==> config.mk <==
export PLATFORM = sky130hd
export DESIGN_NAME = json_string_unescape_decoder_core
export DESIGN_NICKNAME = d
export VERILOG_FILES = /design/src/rtl/jsu_pkg.sv /design/src/rtl/json_string_unescape_decoder_core.sv /design/src/rtl/jsu_front.sv /design/src/rtl/jsu_queue.sv /design/src/rtl/jsu_back.sv
export SDC_FILE = /design/constraint.sdc
export NUM_CORES = 1
export LEC_CHECK = 0
export BUFFER_PORTS_ARGS = -buffer_cell sky130_fd_sc_hd__buf_2
export CAP_MARGIN = 25
export CORE_MARGIN = 8
export CORE_UTILIZATION = 45
export DETAILED_ROUTE_END_ITERATION = 10
export GPL_TIMING_DRIVEN = 0
export PLACE_DENSITY_LB_ADDON = 0.3
export REMOVE_ABC_BUFFERS = 1
export SLEW_MARGIN = 25
export SYNTH_ARGS = -nofsm -noshare
export SYNTH_HDL_FRONTEND = slang
export SYNTH_SLANG_ARGS = --single-unit
==> constraint.sdc <==
create_clock -name clk -period 4.2 [get_ports clk]
set_clock_uncertainty 0.1 [all_clocks]
set_input_delay 0.84 -clock clk [delete_from_list [all_inputs] [get_ports clk]]
set_output_delay 0.84 -clock clk [all_outputs]
set_load 0.02 [all_outputs]
==> src/rtl/jsu_pkg.sv <==
// Shared types, character constants and hex decode for the JSON string unescape decoder.
`default_nettype none
package jsu_pkg;

  localparam int unsigned MAX_OUT = 6;

  localparam logic [7:0] CH_BSL   = 8'h5C;
  localparam logic [7:0] CH_QUOTE = 8'h22;
  localparam logic [7:0] CH_U     = 8'h75;
  localparam logic [7:0] CH_N     = 8'h6E;
  localparam logic [7:0] CH_R     = 8'h72;
  localparam logic [7:0] CH_T     = 8'h74;
  localparam logic [7:0] CH_LF    = 8'h0A;
  localparam logic [7:0] CH_CR    = 8'h0D;
  localparam logic [7:0] CH_TAB   = 8'h09;

  typedef struct packed {
    logic [MAX_OUT-1:0][7:0] bytes;
    logic [2:0]              cnt;
    logic                    str_end;
  } job_t;

  typedef struct packed {
    logic empty;
    logic full;
  } q_stat_t;

  typedef struct packed {
    logic       ok;
    logic [3:0] val;
  } hex_t;

  function automatic hex_t hex_value(input logic [7:0] b);
    hex_t h;
    h.ok  = 1'b0;
    h.val = 4'd0;
    if (b >= 8'h30 && b <= 8'h39) begin
      h.ok  = 1'b1;
      h.val = 4'(b - 8'h30);
    end else if (b >= 8'h61 && b <= 8'h66) begin
      h.ok  = 1'b1;
      h.val = 4'(b - 8'h57);
    end else if (b >= 8'h41 && b <= 8'h46) begin
      h.ok  = 1'b1;
      h.val = 4'(b - 8'h37);
    end
    return h;
  endfunction

endpackage
`default_nettype wire

==> src/rtl/json_string_unescape_decoder_core.sv <==
// Top level of the JSON string unescape decoder.
// Accepts one escaped byte per transaction (tlast on the final byte of a string) and sends
// the unescaped bytes. The front end takes a byte every cycle while the job queue
// (QDEPTH entries) has room; each byte becomes one job of 0 to 6 output bytes. The emitter
// sends one output byte per cycle while out_tready is high, so a byte that produces n
// outputs takes n output transactions; ordinary bytes and single-byte escapes sustain one
// byte per cycle under that condition, and a backslash or partial \u sequence produces no
// output until it resolves. Each job passes through the registered job queue.
`default_nettype none
module json_string_unescape_decoder_core #(
  parameter int unsigned QDEPTH = 4
) (
  input  wire logic       clk,
  input  wire logic       rst_n,
  input  wire logic       in_tvalid,
  output logic            in_tready,
  input  wire logic [7:0] in_tdata,   // [7:0] in_byte
  input  wire logic       in_tlast,   // string_last
  output logic            out_tvalid,
  input  wire logic       out_tready,
  output logic [7:0]      out_tdata,  // [7:0] out_byte
  output logic            out_tuser,  // [0] run_last
  output logic            out_tlast   // string_end
);

  jsu_pkg::job_t    push_job, head;
  jsu_pkg::q_stat_t q_stat;
  logic             push, pop;

  jsu_front u_front (
    .clk       (clk),
    .rst_n     (rst_n),
    .in_tvalid (in_tvalid),
    .in_tready (in_tready),
    .in_tdata  (in_tdata),
    .in_tlast  (in_tlast),
    .q_stat    (q_stat),
    .push      (push),
    .job       (push_job)
  );

  jsu_queue #(.QDEPTH(QDEPTH)) u_queue (
    .clk      (clk),
    .rst_n    (rst_n),
    .push     (push),
    .push_job (push_job),
    .pop      (pop),
    .head     (head),
    .q_stat   (q_stat)
  );

  jsu_back u_back (
    .clk        (clk),
    .rst_n      (rst_n),
    .head       (head),
    .q_stat     (q_stat),
    .pop        (pop),
    .out_tvalid (out_tvalid),
    .out_tready (out_tready),
    .out_tdata  (out_tdata),
    .out_tuser  (out_tuser),
    .out_tlast  (out_tlast)
  );

endmodule
`default_nettype wire

==> src/rtl/jsu_front.sv <==
// Front end: accepts raw bytes, tracks escape state and builds at most one output job per byte.
`default_nettype none
module jsu_front (
  input  wire logic             clk,
  input  wire logic             rst_n,
  input  wire logic             in_tvalid,
  output logic                  in_tready,
  input  wire logic [7:0]       in_tdata,
  input  wire logic             in_tlast,
  input  wire jsu_pkg::q_stat_t q_stat,
  output logic                  push,
  output jsu_pkg::job_t         job
);

  localparam logic [2:0] PH_IDLE = 3'd0;
  localparam logic [2:0] PH_ESC  = 3'd1;
  localparam logic [2:0] PH_U    = 3'd2;
  localparam logic [2:0] PH_D1   = 3'd3;
  localparam logic [2:0] PH_D2   = 3'd4;
  localparam logic [2:0] PH_D3   = 3'd5;

  logic [2:0]      phase_r, phase_nxt;
  logic [11:0]     hex_r, hex_nxt;
  logic [2:0][7:0] held_r, held_nxt;
  jsu_pkg::hex_t   hv;
  logic [1:0]      held;
  logic [2:0]      pos;
  logic            take;

  assign in_tready = !q_stat.full;
  assign take      = in_tvalid && in_tready;
  assign push      = take && (job.cnt != 3'd0);

  always_comb begin
    phase_nxt    = phase_r;
    hex_nxt      = hex_r;
    held_nxt     = held_r;
    hv           = jsu_pkg::hex_value(in_tdata);
    held         = 2'(phase_r - PH_U);
    pos          = {1'b0, held} + 3'd2;
    job          = '0;
    job.bytes[0] = jsu_pkg::CH_BSL;
    job.bytes[1] = jsu_pkg::CH_U;
    job.bytes[2] = held_r[0];
    job.bytes[3] = held_r[1];
    job.bytes[4] = held_r[2];
    job.str_end  = in_tlast;
    unique case (phase_r) inside
      PH_ESC: begin
        phase_nxt = PH_IDLE;
        job.cnt   = 3'd1;
        unique case (in_tdata)
          jsu_pkg::CH_QUOTE: job.bytes[0] = jsu_pkg::CH_QUOTE;
          jsu_pkg::CH_BSL:   job.bytes[0] = jsu_pkg::CH_BSL;
          jsu_pkg::CH_N:     job.bytes[0] = jsu_pkg::CH_LF;
          jsu_pkg::CH_R:     job.bytes[0] = jsu_pkg::CH_CR;
          jsu_pkg::CH_T:     job.bytes[0] = jsu_pkg::CH_TAB;
          jsu_pkg::CH_U: begin
            if (in_tlast) begin
              job.cnt = 3'd2;
            end else begin
              job.cnt   = 3'd0;
              phase_nxt = PH_U;
              hex_nxt   = '0;
            end
          end
          default: begin
            job.bytes[1] = in_tdata;
            job.cnt      = 3'd2;
          end
        endcase
      end
      PH_U, PH_D1, PH_D2, PH_D3: begin
        if (!hv.ok) begin
          if (in_tdata == jsu_pkg::CH_BSL && !in_tlast) begin
            phase_nxt = PH_ESC;
            job.cnt   = pos;
          end else begin
            phase_nxt      = PH_IDLE;
            job.bytes[pos] = in_tdata;
            job.cnt        = pos + 3'd1;
          end
        end else if (phase_r == PH_D3) begin
          phase_nxt = PH_IDLE;
          if (hex_r[11:4] == 8'd0) begin
            job.bytes[0] = {hex_r[3:0], hv.val};
            job.cnt      = 3'd1;
          end else begin
            job.bytes[5] = in_tdata;
            job.cnt      = 3'd6;
          end
        end else if (in_tlast) begin
          phase_nxt      = PH_IDLE;
          job.bytes[pos] = in_tdata;
          job.cnt        = pos + 3'd1;
        end else begin
          held_nxt[held] = in_tdata;
          hex_nxt        = {hex_r[7:0], hv.val};
          phase_nxt      = phase_r + 3'd1;
        end
      end
      default: begin
        if (in_tdata == jsu_pkg::CH_BSL && !in_tlast) begin
          phase_nxt = PH_ESC;
        end else begin
          phase_nxt    = PH_IDLE;
          job.bytes[0] = in_tdata;
          job.cnt      = 3'd1;
        end
      end
    endcase
    if (in_tlast) begin
      phase_nxt = PH_IDLE;
      hex_nxt   = '0;
      held_nxt  = '0;
    end
  end

  always_ff @(posedge clk) begin
    if (!rst_n) begin
      phase_r <= PH_IDLE;
      hex_r   <= '0;
      held_r  <= '0;
    end else if (take) begin
      phase_r <= phase_nxt;
      hex_r   <= hex_nxt;
      held_r  <= held_nxt;
    end
  end

endmodule
`default_nettype wire

==> src/rtl/jsu_queue.sv <==
// Job queue between front end and emitter.
`default_nettype none
module jsu_queue #(
  parameter int unsigned QDEPTH = 4
) (
  input  wire logic          clk,
  input  wire logic          rst_n,
  input  wire logic          push,
  input  wire jsu_pkg::job_t push_job,
  input  wire logic          pop,
  output jsu_pkg::job_t      head,
  output jsu_pkg::q_stat_t   q_stat
);

  localparam int unsigned AW = (QDEPTH > 1) ? $clog2(QDEPTH) : 1;
  localparam int unsigned CW = $clog2(QDEPTH + 1);

  jsu_pkg::job_t mem [QDEPTH];
  logic [AW-1:0] wr_ptr_r, rd_ptr_r;
  logic [CW-1:0] count_r;
  logic          do_push, do_pop;

  assign q_stat.empty = (count_r == CW'(0));
  assign q_stat.full  = (count_r == CW'(QDEPTH));
  assign do_push      = push && !q_stat.full;
  assign do_pop       = pop && !q_stat.empty;
  assign head         = mem[rd_ptr_r];

  always_ff @(posedge clk) begin
    if (do_push) begin
      mem[wr_ptr_r] <= push_job;
    end
  end

  always_ff @(posedge clk) begin
    if (!rst_n) begin
      wr_ptr_r <= '0;
      rd_ptr_r <= '0;
      count_r  <= '0;
    end else begin
      if (do_push) begin
        wr_ptr_r <= (wr_ptr_r == AW'(QDEPTH - 1)) ? '0 : wr_ptr_r + AW'(1);
      end
      if (do_pop) begin
        rd_ptr_r <= (rd_ptr_r == AW'(QDEPTH - 1)) ? '0 : rd_ptr_r + AW'(1);
      end
      if (do_push && !do_pop) begin
        count_r <= count_r + CW'(1);
      end else if (do_pop && !do_push) begin
        count_r <= count_r - CW'(1);
      end
    end
  end

endmodule
`default_nettype wire

==> src/rtl/jsu_back.sv <==
// Emitter: walks the head job and sends its bytes one per transaction.
`default_nettype none
module jsu_back (
  input  wire logic             clk,
  input  wire logic             rst_n,
  input  wire jsu_pkg::job_t    head,
  input  wire jsu_pkg::q_stat_t q_stat,
  output logic                  pop,
  output logic                  out_tvalid,
  input  wire logic             out_tready,
  output logic [7:0]            out_tdata,
  output logic                  out_tuser,
  output logic                  out_tlast
);

  logic [2:0] idx_r, idx_nxt;
  logic       fire;

  assign out_tvalid = !q_stat.empty;
  assign out_tdata  = head.bytes[idx_r];
  assign out_tuser  = (idx_r == head.cnt - 3'd1);
  assign out_tlast  = out_tuser && head.str_end;
  assign fire       = out_tvalid && out_tready;
  assign pop        = fire && out_tuser;

  always_comb begin
    idx_nxt = idx_r;
    if (fire) begin
      idx_nxt = out_tuser ? 3'd0 : idx_r + 3'd1;
    end
  end

  always_ff @(posedge clk) begin
    if (!rst_n) begin
      idx_r <= 3'd0;
    end else begin
      idx_r <= idx_nxt;
    end
  end

endmodule
`default_nettype wire

Word-level counts from Yosys, hierarchy flattened
Memories as Yosys holds them, arrays and structs flattened. A register that Yosys moved wholly into a read port is not among the register bits. Index checks and enable logic that the tools add are counted.

Bits in writable memories: 208. Input port bits: 13. Register bits: 49. Memories kept: 1. Logic and storage cells: 138. Output and inout port bits: 12.

$lt $le $gt $ge: 11. Multiplexer cells: 53. Add/subtract/negate cells: 13. Reductions and logical operators: 32. Equality and inequality tests: 19.

Memories: u_queue.mem (depth 4, bits a word 52, read ports 1, clocked after Yosys merged registers in 1, wr ports 1, line jsu_queue.sv:18) `jsu_pkg::job_t mem [QDEPTH];`.

Operators by type and width (number): 51-bit 2-to-1 mux (2); 24-bit 2-to-1 mux (4); 32-bit 2-to-1 mux (2); 8-bit 2-to-1 mux (7); 48-bit bitwise mux (1); 12-bit 2-to-1 mux (4); 48-bit 2-to-1 mux (1); 8-bit by 7-bit equality test with 1-bit output (second input constant) (5); 7-bit case mux with 4 select lines (1); 8-bit binary-select mux with 3-bit select (1); 24-bit bitwise mux (1); 8-bit demux with 3-bit select (1); 3-bit 2-to-1 mux (8); 12-bit case mux with 2 select lines (1); 11-bit 2-to-1 mux (2); 11-bit case mux with 2 select lines (1); 8-bit demux with 2-bit select (1); 8-bit by 7-bit greater-or-equal comparator with 1-bit output (second input constant) (2); 8-bit by 7-bit less-or-equal comparator with 1-bit output (second input constant) (2); 8-bit case mux with 2 select lines (1); 1-bit logical AND (15); 5-bit 2-to-1 mux (3); 3-bit by 1-bit adder with 3-bit output (second input constant) (4); 2-bit 2-to-1 mux (6); other kinds (33) (52).

Longest topological paths before layout
Depth after elaboration: 18. Depth in mapped cells: 16. Gate-level depth less buffers: 13.

Cells and area by module
Synthesis repeated with hierarchy kept, for this count alone.

Cell total of the unflattened synthesis: 686. Area total of the unflattened synthesis: 11347.1 µm².

Modules (own cells, without submodules): jsu_queue (area an instance 8045.2 µm², times used 1, cells an instance 323); jsu_front (area an instance 2622.5 µm², times used 1, cells an instance 293); jsu_back (area an instance 679.4 µm², times used 1, cells an instance 70).

Worst setup path before layout
OpenSTA, ideal clock, no wires.

Path kind: input-to-reg. Start point: input in_tdata[0]. End point: memory u_queue.mem[1][0] (netlist bit) (enable). Data arrival time: 3.885 ns. Data required time: 3.685 ns. Stages: 10. Buffers on the path: 2. Setup slack: -0.200 ns. Cell sequence: buf_2 > inv_1 > ha_1 > or3b_1 > nand4b_1 > o21ai_2 > buf_6 > or3_4 > a41oi_4 > and2_1.

Longest elaborated chain between the ends: 12. Elaborated cells between the ends (all ways): 30.

Ends and longest elaborated chain: start: declaration (line json_string_unescape_decoder_core.sv:17) `input wire logic [7:0] in_tdata,`; 8-bit by 7-bit greater-or-equal comparator with 1-bit output / 8-bit by 7-bit less-or-equal comparator with 1-bit output (equally long branches) (line jsu_pkg.sv:43) `end else if (b >= 8'h41 && b <= 8'h46) begin`; 1-bit logical AND (line jsu_pkg.sv:43); 5-bit 2-to-1 mux (line jsu_pkg.sv:43); 5-bit 2-to-1 mux (line jsu_pkg.sv:40) `end else if (b >= 8'h61 && b <= 8'h66) begin`; 5-bit 2-to-1 mux (line jsu_pkg.sv:37) `if (b >= 8'h30 && b <= 8'h39) begin`; 51-bit 2-to-1 mux (line jsu_front.sv:74) `if (!hv.ok) begin`; 11-bit case mux with 2 select lines * (line jsu_front.sv:48) `unique case (phase_r) inside`; 3-bit nonzero test * (line jsu_front.sv:32) `assign push = take && (job.cnt != 3'd0);`; 1-bit logical AND * (line jsu_front.sv:32); 1-bit logical AND * (line jsu_queue.sv:25) `assign do_push = push && !q_stat.full;`; via u_queue.do_push (line jsu_queue.sv:21) `logic do_push, do_pop;`; 1-bit 2-to-1 mux * (line jsu_queue.sv:30) `if (do_push) begin`; 1-bit 2-to-1 mux (implied by the code) * (line jsu_queue.sv:31) `mem[wr_ptr_r] <= push_job;`; end: declaration (line jsu_queue.sv:18).

The timed path passes the listed nets; every way through them passes the cells marked *.

Worst setup path in the final report
Start point: input in_tdata[0]. End point: register u_queue.count_r[2].

Longest elaborated chain between the ends: 13. Elaborated cells between the ends (all ways): 33.

Ends and longest elaborated chain: 8-bit by 7-bit greater-or-equal comparator with 1-bit output / 8-bit by 7-bit less-or-equal comparator with 1-bit output (equally long branches) (line jsu_pkg.sv:43); 1-bit logical AND (line jsu_pkg.sv:43); 5-bit 2-to-1 mux (line jsu_pkg.sv:43); 5-bit 2-to-1 mux (line jsu_pkg.sv:40); 5-bit 2-to-1 mux (line jsu_pkg.sv:37); 51-bit 2-to-1 mux (line jsu_front.sv:74); 11-bit case mux with 2 select lines * (line jsu_front.sv:48); 3-bit nonzero test * (line jsu_front.sv:32); 1-bit logical AND * (line jsu_front.sv:32); 1-bit logical AND * (line jsu_queue.sv:25); via u_queue.do_push (line jsu_queue.sv:21); 1-bit zero test (line jsu_queue.sv:49) `end else if (do_pop && !do_push) begin`; 1-bit logical AND (line jsu_queue.sv:49); 2-bit nonzero test (no line); end signal: assignment (line jsu_queue.sv:48) `count_r <= count_r + CW'(1);`; end signal: assignment (line jsu_queue.sv:50) `count_r <= count_r - CW'(1);`; end: declaration (line jsu_queue.sv:20) `logic [CW-1:0] count_r;`.

Marks and branches as above. A chain may end at the register's enable or synchronous reset.

==> qor.txt <==
outcome: finished, final reports clean
grt ovf: 0
CTS tree: done
Reg clk slew, reported paths: 0.06 ns
nets@finish: 775
synthesized area: 11,330 um2
RSZ-0062 raised after global routing: no
min Tclk post-route: 3.950 ns
layout cell share with drive strength beyond 1: 0.2448
final setup margin: 0.2495 ns
Slew Viols, Final: 0
Placed Area: 11,820 um2
initial antenna violation count: 0
Syn Area/Cell: 15.65 um2
DP Cell Count: 1,041
Non-Filler Cell Area, Final: 12,730 um2
Tot Pwr: 6.589 mW
Vias: 6,432
Final period util: 0.9406
pin count of the biggest net entering global routing: 69
final cell count without fillers: 1,094
Core Area: 24,960 um2
first-pass GRT wire length: 38.51 mm
commonest non-fill, non-tap cell in the layout: edfxtp_1
Post-Route WL: 24.79 mm
Num CTS Buffers: 26
clock latency on the worst-skew pair: 0.51 ns
synthesized instance count: 724
reg2reg setup slack: 0.27 ns
TNS Setup: 0 ns
startpoint types: primary input
hold_ws: 0.3294 ns
Sink Count: 259
Die X: 174.7 um
row cnt: 58
Final Setup Violations: 0
Final ANT Viol Nets: 0
drt first pass iters: 5
Synth Flop Type: edfxtp_1
# DRC: 0
I/O pins: 25
Layout area overhead: 12.32%
Power Density: 517.7 nW/um2
drt wl/cell: 22.66 um
Syn. warnings: 0
gpl congestion: 0.9055
Worst Path Arrival: 4.28 ns
Post-DP HPWL: 15.59 mm
height of the die: 174.7 um
CTS max path bufs: 3
Leakage: 4.175 nW
Req. time, crit path: 4.53 ns
initial DRC count: 657
Max transition margin: 0.3640
count of cell types in the netlist: 66
vias in the first global route: 6,761
most frequent cells in the layout: edfxtp_1, nand2_1, mux4_2, dfxtp_1, o22ai_1
max-cap violations: 0
Worst VDD drop: 0.2500 mV
post-place setup slack: -0.3338 ns
worst-path maximum fanout: 13
Synth Register Bits: 259
ant diodes: 0
Initial Utilization: 0.4539
GRT Total Usage: 0.1607
Peak Freq: 0.2531 GHz
fraction of registers with async set/reset: 0
worst hold path class: reg2reg
post-layout util: 0.5098
H-tree Lvls: 1
Post-synth EDFFs: 208
Avg Vias per Cell: 5.879
Hold Violations, Final: 0
# port buffers: 24
crit end category: register
Slew @ Worst Pin: 0.9528 ns
post-synthesis sequential area ratio: 0.6413
Root Buffer: clkbuf_16
critical path type: in2reg
die footprint: 30,510 um2
## cell usage after synthesis (2+ instances only)
| master | n | area share |
|---|---|---|
| a21boi_0 | 2 | 0.0013 |
| a21oi_1 | 8 | 0.0035 |
| a21oi_2 | 3 | 0.0023 |
| a221o_1 | 2 | 0.0018 |
| a222oi_1 | 2 | 0.0018 |
| a41oi_1 | 2 | 0.0015 |
| and2_1 | 18 | 0.0099 |
| and3_1 | 3 | 0.0017 |
| buf_1 | 3 | 0.00099 |
| buf_2 | 16 | 0.0071 |
| buf_6 | 4 | 0.0040 |
| clkbuf_1 | 20 | 0.0066 |
| dfxtp_1 | 51 | 0.090 |
| edfxtp_1 | 208 | 0.55 |
| ha_1 | 17 | 0.019 |
| inv_1 | 22 | 0.0073 |
| mux2_2 | 18 | 0.018 |
| mux2_4 | 8 | 0.011 |
| mux2i_1 | 22 | 0.019 |
| mux4_2 | 60 | 0.12 |
| nand2_1 | 77 | 0.026 |
| nand2b_1 | 5 | 0.0028 |
| nand3_1 | 15 | 0.0066 |
| nand3_2 | 3 | 0.0027 |
| nand4_1 | 6 | 0.0033 |
| nand4b_1 | 2 | 0.0015 |
| nor2_1 | 21 | 0.0070 |
| nor2b_1 | 5 | 0.0028 |
| nor3_1 | 7 | 0.0031 |
| nor3b_1 | 2 | 0.0013 |
| nor4_1 | 3 | 0.0017 |
| o21ai_0 | 8 | 0.0035 |
| o21ai_2 | 2 | 0.0015 |
| o21bai_1 | 2 | 0.0013 |
| o221ai_1 | 2 | 0.0015 |
| o22ai_1 | 34 | 0.019 |
| or3_1 | 3 | 0.0017 |
| or3b_1 | 2 | 0.0015 |
| xnor2_1 | 6 | 0.0046 |
| xor2_1 | 4 | 0.0031 |
## report_power, final
| part | internal, mW | switching [mW] | total (mW) | leakage (nW) |
|---|---|---|---|---|
| Clock | 1.32 | 0.900 | 2.22 | 0.404 |
| Sequential | 3.01 | 0.116 | 3.12 | 2.29 |
| Combinational | 0.559 | 0.688 | 1.25 | 1.48 |
## path summary, 6_finish.rpt
check	start	to	depth (start not counted)
min	u_front.held_r[7]	u_front.held_r[7]	2
min reg2reg	u_front.held_r[7]	u_front.held_r[7]	2
max	in_tdata[0]	u_queue.count_r[2]	14
max reg2reg	u_front.phase_r[0]	u_queue.count_r[2]	13
## cell families (layout without fill, tap and decap cells)
family / after synthesis / count (layout) / share of synthesized area
compound gates: 83 / 83 / 0.05444
flops: 259 / 259 / 0.6413
fa+ha+maj: 18 / 18 / 0.02054
xor+xnor: 10 / 10 / 0.007729
mux: 108 / 108 / 0.1672
simple gates: 180 / 180 / 0.08216
buf+inv: 66 / 106 / 0.02661
## cell type report
cell class | instances | area (um2)
Tap cell | 330 | 412.9
Timing Repair Buffer | 36 | 320.3
Inverter | 22 | 82.58
Fill cell | 2077 | 12240
Clock inverter | 10 | 96.34
Sequential cell | 259 | 7276
Multi-Input combinational cell | 399 | 3812
Clock buffer | 38 | 726.9
## worst max-delay path, cell delays in order
cell and delay [ns]:
buf_2 0.24, inv_1 0.14, ha_1 0.27, o21bai_1 0.20, a2111o_1 0.33, o21ai_4 0.19, or3_4 0.37, a41oi_4 0.33
ha_1 0.27, inv_1 0.06, fa_1 0.38, xor2_1 0.18, or3_1 0.30, a21boi_0 0.18
## registers in the layout, indices dropped and copies added, names as in the netlist, named ones only
register	count
u_queue.count_r	3
u_front.held_r	24
u_queue.mem	208
u_queue.wr_ptr_r	2
u_queue.rd_ptr_r	2
u_front.hex_r	12
u_back.idx_r	3
u_front.phase_r	3
## what timing repair did
| item | CTS | global route |
|---|---|---|
| endpoints found under the hold margin | 0 | 0 |
| pin swaps | 0 | 1 |
| setup buffers | 1 | 4 |
| hold buffers | 0 | 0 |
| gates resized for setup | 0 | 5 |
| setup endpoints to repair | 1 | 1 |
| gates cloned | 0 | 0 |
## per-layer routing
layer / vias to the layer above / part of all wire / global-route usage
li1: 2864 / - / -
met1: 3297 / 0.42 / 0.2043
met5: - / 0 / 0
met2: 214 / 0.50 / 0.2783
met4: 0 / 0.032 / 0.05793
met3: 57 / 0.049 / 0.02029
Note: power is estimated with default switching activity, not from simulation.
